### config.mk
export PLATFORM = sky130hd
export DESIGN_NAME = timed_action_scenario_player
export DESIGN_NICKNAME = d
export VERILOG_FILES = /design/src/rtl/tasp_pkg.sv /design/src/rtl/tasp_dp.sv /design/src/rtl/tasp_ctrl.sv /design/src/rtl/timed_action_scenario_player.sv
export SDC_FILE = /design/constraint.sdc
export NUM_CORES = 1
export LEC_CHECK = 0
export BUFFER_PORTS_ARGS = -buffer_cell sky130_fd_sc_hd__buf_2
export CAP_MARGIN = 5
export CORE_MARGIN = 3
export CORE_UTILIZATION = 50
export CTS_CLUSTER_SIZE = 16
export DETAILED_ROUTE_END_ITERATION = 8
export GPL_ROUTABILITY_DRIVEN = 1
export PLACE_DENSITY_LB_ADDON = 0.08
export SKIP_LAST_GASP = 1
export SLEW_MARGIN = 20
export SYNTH_ARGS = -nofsm -noshare
export SYNTH_HDL_FRONTEND = slang
export SYNTH_HIERARCHICAL = 1
export SYNTH_SLANG_ARGS = --single-unit
### constraint.sdc
create_clock -name clk -period 8.2 [get_ports clk]
set_input_delay 1.64 -clock clk [delete_from_list [all_inputs] [get_ports clk]]
set_output_delay 1.64 -clock clk [all_outputs]
set_load 0.01 [all_outputs]
### src/rtl/tasp_pkg.sv
package tasp_pkg;

    // default scenario table size
    localparam int TASP_TABLE_DEPTH = 20;

    // field widths
    localparam int MODE_W = 2;
    localparam int CHAR_W = 8;
    localparam int UNIT_W = 4;
    localparam int CMD_W  = 4;
    localparam int TIME_W = 12;
    localparam int POS_W  = 3;

    // input mode codes
    localparam logic [MODE_W-1:0] MODE_CHAR    = 2'd0;
    localparam logic [MODE_W-1:0] MODE_RESTART = 2'd1;
    localparam logic [MODE_W-1:0] MODE_TICK    = 2'd2;

    // result kind codes
    localparam logic KIND_ACTION = 1'b0;
    localparam logic KIND_PULSE  = 1'b1;

    // character codes
    localparam logic [CHAR_W-1:0] CH_A = 8'h41;
    localparam logic [CHAR_W-1:0] CH_C = 8'h43;
    localparam logic [CHAR_W-1:0] CH_P = 8'h50;
    localparam logic [CHAR_W-1:0] CH_N = 8'h4E;
    localparam logic [CHAR_W-1:0] CH_B = 8'h42;
    localparam logic [CHAR_W-1:0] CH_I = 8'h49;
    localparam logic [CHAR_W-1:0] CH_T = 8'h54;
    localparam logic [CHAR_W-1:0] CH_S = 8'h53;
    localparam logic [CHAR_W-1:0] CMD_OFFSET = 8'd63;

    // unit codes
    localparam logic [UNIT_W-1:0] UNIT_A    = 4'd1;
    localparam logic [UNIT_W-1:0] UNIT_C    = 4'd2;
    localparam logic [UNIT_W-1:0] UNIT_P    = 4'd4;
    localparam logic [UNIT_W-1:0] UNIT_N    = 4'd8;
    localparam logic [UNIT_W-1:0] UNIT_NONE = 4'd0;

    // command codes
    localparam logic [CMD_W-1:0] CMD_OFF = 4'd0;
    localparam logic [CMD_W-1:0] CMD_ON  = 4'd1;

    // record character positions
    localparam logic [POS_W-1:0] POS_UNIT   = 3'd1;
    localparam logic [POS_W-1:0] POS_CMD    = 3'd2;
    localparam logic [POS_W-1:0] POS_DIG_HI = 3'd3;
    localparam logic [POS_W-1:0] POS_DIG_MD = 3'd4;
    localparam logic [POS_W-1:0] POS_DIG_LO = 3'd5;

    // one stored action
    typedef struct packed {
        logic [UNIT_W-1:0] unit;
        logic [CMD_W-1:0]  command;
        logic [TIME_W-1:0] action_time;
    } entry_t;

    // controller to datapath
    typedef struct packed {
        logic char_take;
        logic scen_restart;
        logic tick_take;
        logic rd_en;
        logic load_entry;
        logic load_pulse;
        logic set_last;
        logic last_val;
    } dp_cmd_t;

    // datapath to controller
    typedef struct packed {
        logic full;
        logic match;
        logic circle_end;
    } dp_status_t;

endpackage

### src/rtl/tasp_dp.sv
module tasp_dp
    import tasp_pkg::*;
#(
    parameter int TABLE_DEPTH = TASP_TABLE_DEPTH
)
(
    input  logic              clk,
    input  logic              rst_n,
    input  dp_cmd_t           cmd,
    output dp_status_t        status,
    input  logic [CHAR_W-1:0] char_in,
    input  logic [TIME_W-1:0] tick_time,
    output logic              kind,
    output logic [UNIT_W-1:0] unit,
    output logic [CMD_W-1:0]  command,
    output logic [TIME_W-1:0] action_time,
    output logic              last
);

    localparam int IDX_W = (TABLE_DEPTH > 1) ? $clog2(TABLE_DEPTH) : 1;
    localparam int CNT_W = $clog2(TABLE_DEPTH + 1);
    localparam logic [CNT_W-1:0] DEPTH_C   = CNT_W'(TABLE_DEPTH);
    localparam logic [CNT_W-1:0] DEPTH_M1  = CNT_W'(TABLE_DEPTH - 1);
    localparam logic [IDX_W-1:0] LAST_IDX  = IDX_W'(TABLE_DEPTH - 1);

    // parser state
    logic [POS_W-1:0]  pos_reg, pos_next;
    logic [CNT_W-1:0]  count_reg, count_next;
    logic [UNIT_W-1:0] pend_unit_reg, pend_unit_next;
    logic [CMD_W-1:0]  pend_cmd_reg, pend_cmd_next;
    logic [TIME_W-1:0] pend_time_reg, pend_time_next;

    // playback state
    logic [IDX_W-1:0]  ptr_reg, ptr_next;
    logic [CNT_W-1:0]  walk_reg, walk_next;
    logic [TIME_W-1:0] tick_reg;

    // table storage and read port
    entry_t                 mem [TABLE_DEPTH];
    logic [TABLE_DEPTH-1:0] vld_reg, vld_next;
    entry_t                 rd_data_reg;
    logic                   rd_vld_reg;
    entry_t                 rd_entry;

    logic                   wr_en;
    entry_t                 wr_data;
    logic [3:0]             digit;

    assign digit = char_in[3:0];

    // record parser
    always_comb
    begin
        pos_next       = pos_reg;
        count_next     = count_reg;
        pend_unit_next = pend_unit_reg;
        pend_cmd_next  = pend_cmd_reg;
        pend_time_next = pend_time_reg;
        wr_en          = 1'b0;
        if (cmd.scen_restart)
        begin
            pos_next   = POS_UNIT;
            count_next = '0;
        end
        else if (cmd.char_take)
        begin
            pos_next = pos_reg + 3'd1;
            case (pos_reg)
                POS_UNIT:
                begin
                    if (char_in == CH_A)      pend_unit_next = UNIT_A;
                    else if (char_in == CH_C) pend_unit_next = UNIT_C;
                    else if (char_in == CH_P) pend_unit_next = UNIT_P;
                    else if (char_in == CH_N) pend_unit_next = UNIT_N;
                    else                      pend_unit_next = UNIT_NONE;
                end
                POS_CMD:
                begin
                    if (char_in >= CH_B && char_in <= CH_I)
                        pend_cmd_next = CMD_W'(char_in - CMD_OFFSET);
                    else if (char_in == CH_T)
                        pend_cmd_next = CMD_ON;
                    else if (char_in == CH_S)
                        pend_cmd_next = CMD_OFF;
                end
                POS_DIG_HI: pend_time_next = {digit, 8'd0};
                POS_DIG_MD: pend_time_next = pend_time_reg | {4'd0, digit, 4'd0};
                POS_DIG_LO:
                begin
                    pend_time_next = pend_time_reg | {8'd0, digit};
                    pos_next       = POS_UNIT;
                    if (count_reg < DEPTH_C)
                    begin
                        wr_en      = 1'b1;
                        count_next = count_reg + 1'b1;
                    end
                end
                default: ;
            endcase
        end
    end

    assign wr_data = '{unit: pend_unit_reg, command: pend_cmd_reg,
                       action_time: pend_time_reg | {8'd0, digit}};

    // valid bits per table entry
    always_comb
    begin
        vld_next = vld_reg;
        if (wr_en)
            vld_next[count_reg[IDX_W-1:0]] = 1'b1;
    end

    always_ff @(posedge clk)
    begin
        if (wr_en)
            mem[count_reg[IDX_W-1:0]] <= wr_data;
        if (cmd.rd_en)
            rd_data_reg <= mem[ptr_reg];
    end

    always_ff @(posedge clk or negedge rst_n)
    begin
        if (!rst_n)
            rd_vld_reg <= 1'b0;
        else if (cmd.rd_en)
            rd_vld_reg <= vld_reg[ptr_reg];
    end

    // an entry never written reads as zero
    assign rd_entry = rd_vld_reg ? rd_data_reg : '0;

    // play pointer and walk count
    always_comb
    begin
        ptr_next  = ptr_reg;
        walk_next = walk_reg;
        if (cmd.load_pulse)
            ptr_next = '0;
        if (cmd.tick_take)
            walk_next = '0;
        if (cmd.load_entry)
        begin
            ptr_next  = (ptr_reg == LAST_IDX) ? '0 : ptr_reg + 1'b1;
            walk_next = walk_reg + 1'b1;
        end
    end

    always_ff @(posedge clk or negedge rst_n)
    begin
        if (!rst_n)
        begin
            pos_reg       <= '0;
            count_reg     <= '0;
            pend_unit_reg <= '0;
            pend_cmd_reg  <= '0;
            pend_time_reg <= '0;
            ptr_reg       <= '0;
            walk_reg      <= '0;
            vld_reg       <= '0;
        end
        else
        begin
            pos_reg       <= pos_next;
            count_reg     <= count_next;
            pend_unit_reg <= pend_unit_next;
            pend_cmd_reg  <= pend_cmd_next;
            pend_time_reg <= pend_time_next;
            ptr_reg       <= ptr_next;
            walk_reg      <= walk_next;
            vld_reg       <= vld_next;
        end
    end

    // tick capture
    always_ff @(posedge clk)
    begin
        if (cmd.tick_take)
            tick_reg <= tick_time;
    end

    // result register
    always_ff @(posedge clk)
    begin
        if (cmd.load_pulse)
        begin
            kind        <= KIND_PULSE;
            unit        <= '0;
            command     <= '0;
            action_time <= '0;
            last        <= 1'b1;
        end
        else if (cmd.load_entry)
        begin
            kind        <= KIND_ACTION;
            unit        <= rd_entry.unit;
            command     <= rd_entry.command;
            action_time <= rd_entry.action_time;
            last        <= cmd.last_val;
        end
        else if (cmd.set_last)
        begin
            last <= cmd.last_val;
        end
    end

    // status towards the controller
    assign status.full       = (count_reg >= DEPTH_C);
    assign status.match      = (rd_entry.action_time == tick_reg);
    assign status.circle_end = (walk_reg == DEPTH_M1);

endmodule

### src/rtl/tasp_ctrl.sv
module tasp_ctrl
    import tasp_pkg::*;
(
    input  logic              clk,
    input  logic              rst_n,
    input  logic              item_valid,
    output logic              item_ready,
    input  logic [MODE_W-1:0] mode,
    output logic              result_valid,
    input  logic              result_ready,
    output dp_cmd_t           cmd,
    input  dp_status_t        status
);

    typedef enum logic [4:0] {
        ST_IDLE = 5'b00001,
        ST_CHAR = 5'b00010,
        ST_RD   = 5'b00100,
        ST_CMP  = 5'b01000,
        ST_OUT  = 5'b10000
    } state_t;

    state_t state_reg, state_next;
    logic   held_reg, held_next;
    logic   take;
    logic   cmd_last_q;

    assign item_ready   = (state_reg == ST_IDLE);
    assign result_valid = (state_reg == ST_OUT);
    assign take         = item_valid && item_ready;

    // sequencing of parse and playback
    always_comb
    begin
        state_next = state_reg;
        held_next  = held_reg;
        cmd        = '0;
        case (state_reg)
            ST_IDLE:
            begin
                if (take)
                begin
                    if (mode == MODE_CHAR)
                    begin
                        cmd.char_take = 1'b1;
                        state_next    = ST_CHAR;
                    end
                    else if (mode == MODE_RESTART)
                    begin
                        cmd.scen_restart = 1'b1;
                    end
                    else if (mode == MODE_TICK)
                    begin
                        cmd.tick_take = 1'b1;
                        held_next     = 1'b0;
                        state_next    = ST_RD;
                    end
                end
            end
            ST_CHAR:
            begin
                if (status.full)
                begin
                    cmd.load_pulse = 1'b1;
                    state_next     = ST_OUT;
                end
                else
                begin
                    state_next = ST_IDLE;
                end
            end
            ST_RD:
            begin
                cmd.rd_en  = 1'b1;
                state_next = ST_CMP;
            end
            ST_CMP:
            begin
                if (held_reg)
                begin
                    // look-ahead decides whether the held result is the final one
                    cmd.set_last = 1'b1;
                    cmd.last_val = !status.match;
                    state_next   = ST_OUT;
                end
                else if (!status.match)
                begin
                    state_next = ST_IDLE;
                end
                else
                begin
                    cmd.load_entry = 1'b1;
                    cmd.last_val   = status.circle_end;
                    held_next      = 1'b1;
                    state_next     = status.circle_end ? ST_OUT : ST_RD;
                end
            end
            ST_OUT:
            begin
                if (result_ready)
                begin
                    held_next = 1'b0;
                    // a non-final result means the next entry already matched
                    if (cmd_last_q)
                        state_next = ST_IDLE;
                    else
                        state_next = ST_CMP;
                end
            end
            default:
            begin
                state_next = ST_IDLE;
            end
        endcase
    end

    // copy of the last flag held in the result register
    always_ff @(posedge clk or negedge rst_n)
    begin
        if (!rst_n)
            cmd_last_q <= 1'b0;
        else if (cmd.load_pulse)
            cmd_last_q <= 1'b1;
        else if (cmd.load_entry || cmd.set_last)
            cmd_last_q <= cmd.last_val;
    end

    always_ff @(posedge clk or negedge rst_n)
    begin
        if (!rst_n)
        begin
            state_reg <= ST_IDLE;
            held_reg  <= 1'b0;
        end
        else
        begin
            state_reg <= state_next;
            held_reg  <= held_next;
        end
    end

endmodule

### src/rtl/timed_action_scenario_player.sv
// Timed action scenario player: stores up to TABLE_DEPTH timed actions parsed from
// 5-character records (unit letter, command letter, three time digits) and plays
// them back on time ticks. One transaction is taken at a time. A character moves
// the parser on, and once the table is full it also loads the timer-start pulse.
// A tick that matches nothing returns to idle after one table read; otherwise each
// action sent passes the registered read port of the action table and the
// one-entry look-ahead that marks the final action, and any output stall holds
// it. After a full circle of matches the final action skips the look-ahead.
// The table holds valid bits cleared by reset, so no clearing pass is needed.
module timed_action_scenario_player
    import tasp_pkg::*;
#(
    parameter int TABLE_DEPTH = TASP_TABLE_DEPTH
)
(
    input  logic              clk,
    input  logic              rst_n,
    input  logic              item_valid,
    output logic              item_ready,
    input  logic [MODE_W-1:0] mode,
    input  logic [CHAR_W-1:0] char_in,
    input  logic [TIME_W-1:0] tick_time,
    output logic              result_valid,
    input  logic              result_ready,
    output logic              kind,
    output logic [UNIT_W-1:0] unit,
    output logic [CMD_W-1:0]  command,
    output logic [TIME_W-1:0] action_time,
    output logic              last
);

    dp_cmd_t    cmd;
    dp_status_t status;

    // control sequencer
    tasp_ctrl u_ctrl (
        .clk          (clk),
        .rst_n        (rst_n),
        .item_valid   (item_valid),
        .item_ready   (item_ready),
        .mode         (mode),
        .result_valid (result_valid),
        .result_ready (result_ready),
        .cmd          (cmd),
        .status       (status)
    );

    // parser, table and result register
    tasp_dp #(
        .TABLE_DEPTH (TABLE_DEPTH)
    ) u_dp (
        .clk         (clk),
        .rst_n       (rst_n),
        .cmd         (cmd),
        .status      (status),
        .char_in     (char_in),
        .tick_time   (tick_time),
        .kind        (kind),
        .unit        (unit),
        .command     (command),
        .action_time (action_time),
        .last        (last)
    );

endmodule
After elaboration in Yosys (flattened, before gate mapping)
Memory sizes are Yosys's and may differ from the RTL's. A register that Yosys moved wholly into a read port is not among the register bits.
Index checks and enable logic that the tools add are counted.
- flip-flop bits (word level): 100
- latch bits: 0
- RAM bits: 400
- ROM bits: 0
- input bits: 26
- output and inout port bits: 24
- word-level logic and storage cells: 155
- memories: 1
- memory list (name ; depth ; width ; rd ports ; clocked after Yosys merged registers in ; write ports ; RTL line ; RTL):
    u_dp.mem ; 20 ; 20 ; 1 ; 1 ; 1 ; tasp_dp.sv:39 ; entry_t mem [TABLE_DEPTH];
- add/sub/neg operators: 5
- multipliers: 0
- divide/modulo/power cells: 0
- magnitude comparators: 7
- equality and inequality tests: 28
- shifts and indexed selects: 0
- mux-type cells: 70
- bitwise gates (word level): 4
- reduce and logical (&&, ||, !) cells: 22
- operators by type and width (kind ; count):
    $mux 5 ; 18
    $eq 8x7->1 const B ; 6
    $pmux 12 s3 ; 1
    $mux 4 ; 8
    $mux 1 ; 31
    $pmux 5 s5 ; 1
    $mux 20 ; 1
    $or 20x20->20 ; 1
    $add 5x1->5 const B ; 3
    $eq 5x5->1 const B ; 3
    $mux 3 ; 5
    $reduce_bool 2->1 ; 7
    $eq 12x12->1 ; 1
    $lt 5x6->1 const B ; 2
    $or 12x4->12 ; 1
    $or 12x8->12 ; 1
    $reduce_and 3->1 ; 3
    $reduce_bool 3->1 ; 3
    $ge 8x7->1 const B ; 1
    $le 8x7->1 const B ; 1
    $ne 2x2->1 const B ; 4
    $reduce_and 4->1 ; 2
    $eq 3x2->1 const B ; 2
    $eq 3x3->1 const B ; 2
    other kinds (24) ; 28

Logic depth before layout (Yosys ltp)
- depth after elaboration: 10
- depth in mapped cells: 12
- mapped depth without buffers: 10

By module
The synthesis kept the hierarchy.
- by module, submodules not included (module ; times used ; cells an instance ; area an instance (µm²)):
    tasp_dp ; 1 ; 1137 ; 20154.3
    tasp_ctrl ; 1 ; 65 ; 544.3

Least setup slack after synthesis
No wires, ideal clock.
- kind: input to register
- start: in mode[1]
- end: mem u_dp/mem[13][0] (netlist name), enable pin
- arrival: 3.807 ns
- path slack: 3.996 ns
- cell stages on the path: 5
- path buffers: 0
- path through: nor4b_1 nand2_1 nor4_4 nand2_2 nor2_1
- word-level cells in the longest chain between the ends: 8
- elaborated cells between the ends (all ways): 11
- ends and longest elaborated chain (what ; RTL line ; RTL):
    start: declaration ; timed_action_scenario_player.sv:20 ; input logic [MODE_W-1:0] mode,
    $eq 2x1->1 / $logic_not 2->1 (equally long branches) ; tasp_ctrl.sv:48, tasp_ctrl.sv:43 ;
    $mux 1 (on tied branches) ; tasp_ctrl.sv:48, tasp_ctrl.sv:43 ;
    $mux 2 / $mux 3 (equally long branches) ; tasp_ctrl.sv:43, tasp_ctrl.sv:41 ;
    $mux 3 * ; tasp_ctrl.sv:41 ; if (take)
    $mux 3 * ; tasp_ctrl.sv:38 ; case (state_reg)
    $mux 1 * ; tasp_dp.sv:60 ; if (cmd.scen_restart)
    $mux 1 * ; tasp_dp.sv:116 ; if (wr_en)
    $mux 1 (not written as such) * ; tasp_dp.sv:117 ; mem[count_reg[IDX_W-1:0]] <= wr_data;
    end: declaration ; tasp_dp.sv:39 ;
Mark *: on every way between the ends. The rest lies on a longest branch, timed or not.

==> metrics.txt <==
# TYPE chip_impl_metric gauge
chip_impl_metric{name="cp_bufs_invs",unit=""} 1
chip_impl_info{name="endpoint_kind",value="flop"} 1
chip_impl_metric{name="fin_worst_skew",unit="ns"} 0.0265
chip_impl_metric{name="hpwl",unit="um"} 26400
chip_impl_metric{name="syn_inst",unit=""} 1202
chip_impl_metric{name="register_bit_total_from_synthesis",unit=""} 520
chip_impl_info{name="critical_path.startpoint_type",value="flop"} 1
chip_impl_metric{name="vias_per_cell",unit=""} 5.86
chip_impl_metric{name="design.final.nets",unit=""} 1305
chip_impl_metric{name="initial_core_util",unit=""} 0.514
chip_impl_info{name="clock_tree_from_tritoncts",value="done"} 1
chip_impl_info{name="post-synth-top-area-cell",value="edfxtp_1"} 1
chip_impl_info{name="critPathSlowestCell",value="clkinv_1"} 1
chip_impl_metric{name="synth.avg_cell_area",unit="um^2"} 17.2
chip_impl_metric{name="drive_above_1_share",unit=""} 0.232
chip_impl_info{name="rsz0062_at_grt",value="no"} 1
chip_impl_metric{name="post_synth_fa_ha_maj_area_fraction",unit=""} 0.00665
chip_impl_metric{name="floorplan.rows",unit=""} 73
chip_impl_metric{name="wire_length_of_the_first_global_routing_pass",unit="um"} 68500
chip_impl_info{name="worstSetupPathType",value="reg -> reg"} 1
chip_impl_metric{name="vias",unit=""} 10762
chip_impl_metric{name="buffer_ports.inserted",unit=""} 49
chip_impl_metric{name="overall_die_area",unit="um^2"} 43900
chip_impl_metric{name="asyncSetResetFlopFracSynth",unit=""} 0.127
chip_impl_metric{name="detailedRoute.firstIterationViolations",unit=""} 1148
chip_impl_metric{name="place_congestion",unit=""} 0.793
chip_impl_metric{name="number_of_flops_mapped_to_enable_cells_by_yosys",unit=""} 432
chip_impl_info{name="clock-root-buffer",value="clkbuf_16"} 1
chip_impl_metric{name="synth.area.mux_share",unit=""} 0.118
chip_impl_metric{name="final_max_slew_viol_count",unit=""} 0
chip_impl_metric{name="max_slew_margin",unit=""} 0.268
chip_impl_metric{name="synth-simple-area-share",unit=""} 0.0756
chip_impl_metric{name="boundaryPins",unit=""} 50
chip_impl_metric{name="dieWidth",unit="um"} 209
chip_impl_metric{name="floorplan.die.height",unit="um"} 209
chip_impl_metric{name="cts.hold.buffers_added",unit=""} 0
chip_impl_metric{name="worst-endpoint-arrival",unit="ns"} 4.89
chip_impl_metric{name="grt-ovfl-total",unit=""} 0
chip_impl_metric{name="finalHoldViolations",unit=""} 0
chip_impl_metric{name="ctsHtreeMaxLevel",unit=""} 2
chip_impl_metric{name="synth-compound-area-share",unit=""} 0.0470
chip_impl_metric{name="remaining_drc_errors",unit=""} 0
chip_impl_metric{name="maxCapViolations",unit=""} 0
chip_impl_info{name="synth.top_cells.by_area",value="edfxtp_1 63%, mux4_2 11%, dfrtp_1 7.9%"} 1
chip_impl_metric{name="max_reg_flops",unit=""} 400
chip_impl_metric{name="routed_wirelength",unit="um"} 45500
chip_impl_metric{name="detail_route.wl_per_cell",unit="um"} 24.8
chip_impl_metric{name="finalSetupViolations",unit=""} 0
chip_impl_metric{name="cts_made_buffers",unit=""} 53
chip_impl_metric{name="crit_path_max_fanout",unit=""} 34
chip_impl_metric{name="antenna_violations_before_repair",unit=""} 0
chip_impl_metric{name="tightestPinTransition",unit="ns"} 1.10
chip_impl_metric{name="critical_path_data_required_time",unit="ns"} 8.65
chip_impl_metric{name="synth.net_count",unit=""} 1239
chip_impl_metric{name="dpl_worst_slack",unit="ns"} 3.44
chip_impl_metric{name="drt_pass1_iterations",unit=""} 5
chip_impl_metric{name="vdd.ir_drop.worst",unit="uV"} 220
chip_impl_metric{name="fmaxAchievable",unit="MHz"} 225
chip_impl_metric{name="leakage",unit="nW"} 7.60
chip_impl_metric{name="worstSkewPairLatency",unit="ns"} 0.59
chip_impl_metric{name="globalRouteTotalUtil",unit=""} 0.210
chip_impl_metric{name="power_density",unit="nW/um^2"} 243
chip_impl_metric{name="final.setup.tns",unit="ns"} 0
chip_impl_metric{name="first_global_vias",unit=""} 10922
chip_impl_metric{name="placeableCoreArea",unit="um^2"} 40300
chip_impl_metric{name="timing.critical_path.slowest_cell_delay",unit="ns"} 1.01
chip_impl_metric{name="clockBufferDepth",unit=""} 3
chip_impl_metric{name="post_cts_resized",unit=""} 0
chip_impl_metric{name="mappedNetlistArea",unit="um^2"} 20700
chip_impl_metric{name="final_period_minus_worst_setup_slack",unit="ns"} 4.44
chip_impl_metric{name="diodes",unit=""} 0
chip_impl_info{name="crit_path_cell_trace",value="xor2_1, o22ai_1, a22oi_1, or4_1, nor3_1, nand2_1, nor2_1, clkinv_1, a22oi_1, nor2_1"} 1
chip_impl_metric{name="area_growth_syn_to_layout",unit="%"} 12.8
chip_impl_metric{name="synth_warnings",unit=""} 6
chip_impl_metric{name="clock_sink_count",unit=""} 520
chip_impl_info{name="combinational_family_with_the_most_area_after_synthesis",value="multiplexers"} 1
chip_impl_metric{name="drtAntennaViolNets",unit=""} 0
chip_impl_metric{name="layout_setup_ws",unit="ns"} 3.76
chip_impl_info{name="result_of_the_run",value="complete, no violations"} 1
chip_impl_metric{name="top_area_cell_type_share_of_the_netlist_area",unit=""} 0.627
chip_impl_metric{name="cts_setup_buffers",unit=""} 0
chip_impl_info{name="worst_hold_path_type",value="reg -> reg"} 1
chip_impl_metric{name="post-route-period-util",unit=""} 0.541
chip_impl_metric{name="clk_pin_slew",unit="ns"} 0.06
chip_impl_info{name="synth-main-ff-cell",value="edfxtp_1"} 1
chip_impl_metric{name="synth_sequential_area_ratio",unit=""} 0.728
chip_impl_metric{name="synth.lib_cells_used.distinct",unit=""} 69
chip_impl_info{name="critPathTopFamily",value="simple AND/OR/NAND/NOR gates"} 1
chip_impl_metric{name="grt_start_max_net_pins",unit=""} 76
chip_impl_metric{name="synth_xor_xnor_area_share",unit=""} 0.00635
==> worst reg2reg max path: cells and delay by family (launching register included) <==
kind            cells  cell delay (ns)
compound gates      3             0.74
xor+xnor            1             0.20
buf+inv             1             1.01
flops               1             0.46
simple gates        5             1.92
==> cell usage after synthesis (all sizes together) (17+ instances only) <==
cell	instances
nand2	41
a211oi	22
o22ai	29
dfxtp	22
nor2	161
a22oi	28
or2	27
edfxtp	432
buf	25
mux4	105
clkbuf	35
dfrtp	65
o21ai	30
nand3	17
and2	23
==> cell type report <==
type | count | area (um^2)
clock buffers | 76 | 1510
clock inverters | 22 | 290
fillers | 3062 | 16900
inverters | 16 | 60.1
multi-input cells | 606 | 5330
flip-flops and latches | 520 | 15100
well taps | 525 | 657
repair buffers | 71 | 423
==> through the flow <==
stage | cell area, um^2 | total power [W] | hold WS (ns) | util | std cells
after floorplan | 20700 | 0.00316 | 0.428 | - | 1202
after global placement | 21500 | 0.00326 | 0.437 | 0.534 | 1738
after detailed placement | 21500 | 0.00327 | 0.442 | 0.535 | 1738
after CTS | 23300 | 0.00574 | 0.456 | 0.579 | 1836
after global routing | 23300 | 0.00588 | 0.473 | 0.580 | 1836
final | 23300 | 0.00568 | 0.456 | 0.580 | 1836
==> per-layer routing <==
metal  wire, um  vias up  track usage
met5          0        -            0
met4       1370        0       0.0739
met3       2340       82       0.0357
met2      22100      277        0.340
met1      19700     5576        0.293
li1           -     4827            -
==> where the power goes <==
group	switching (W)	internal [W]
sequential	0.000129	0.00295
combinational	0.0000745	0.0000538
clock	0.000978	0.00149
total	0.00118	0.00450
==> path summary, 6_finish.rpt <==
check,start,endpoint,slack (ns),depth (start not counted)
min in group asynchronous,rst_n,u_dp/vld_reg[1],1.23,2
max,u_dp/rd_data_reg[10],u_dp/action_time[11],3.76,10
min,u_dp/kind,u_dp/kind,0.46,1
max in group asynchronous,rst_n,u_dp/ptr_reg[1],6.27,2
min reg2reg,u_dp/kind,u_dp/kind,0.46,1
max reg2reg,u_dp/rd_data_reg[10],u_dp/action_time[11],3.76,10
==> layout by cell type, fill, tap and decap left out, drive strengths merged, types with 14 or more instances in the layout <==
cell,Yosys,layout
a211oi,22,22
nand2,41,41
nand3,17,17
clkinv,1,14
mux4,105,105
a22oi,28,28
dfxtp,22,22
buf,25,71
nor2,161,161
and2,23,23
dfrtp,65,65
clkbuf,35,76
or2,27,27
o22ai,29,29
edfxtp,432,432
inv,15,17
o21ai,30,30
==> kinds of logic (layout without fill, tap and decap cells) <==
family | after synthesis | in the layout
mux | 112 | 112
buf+inv | 76 | 185
flops | 520 | 520
fa+ha+maj | 11 | 11
xor+xnor | 15 | 15
compound gates | 146 | 146
simple gates | 322 | 322
No activity file was read; power rests on OpenSTA's default activity.
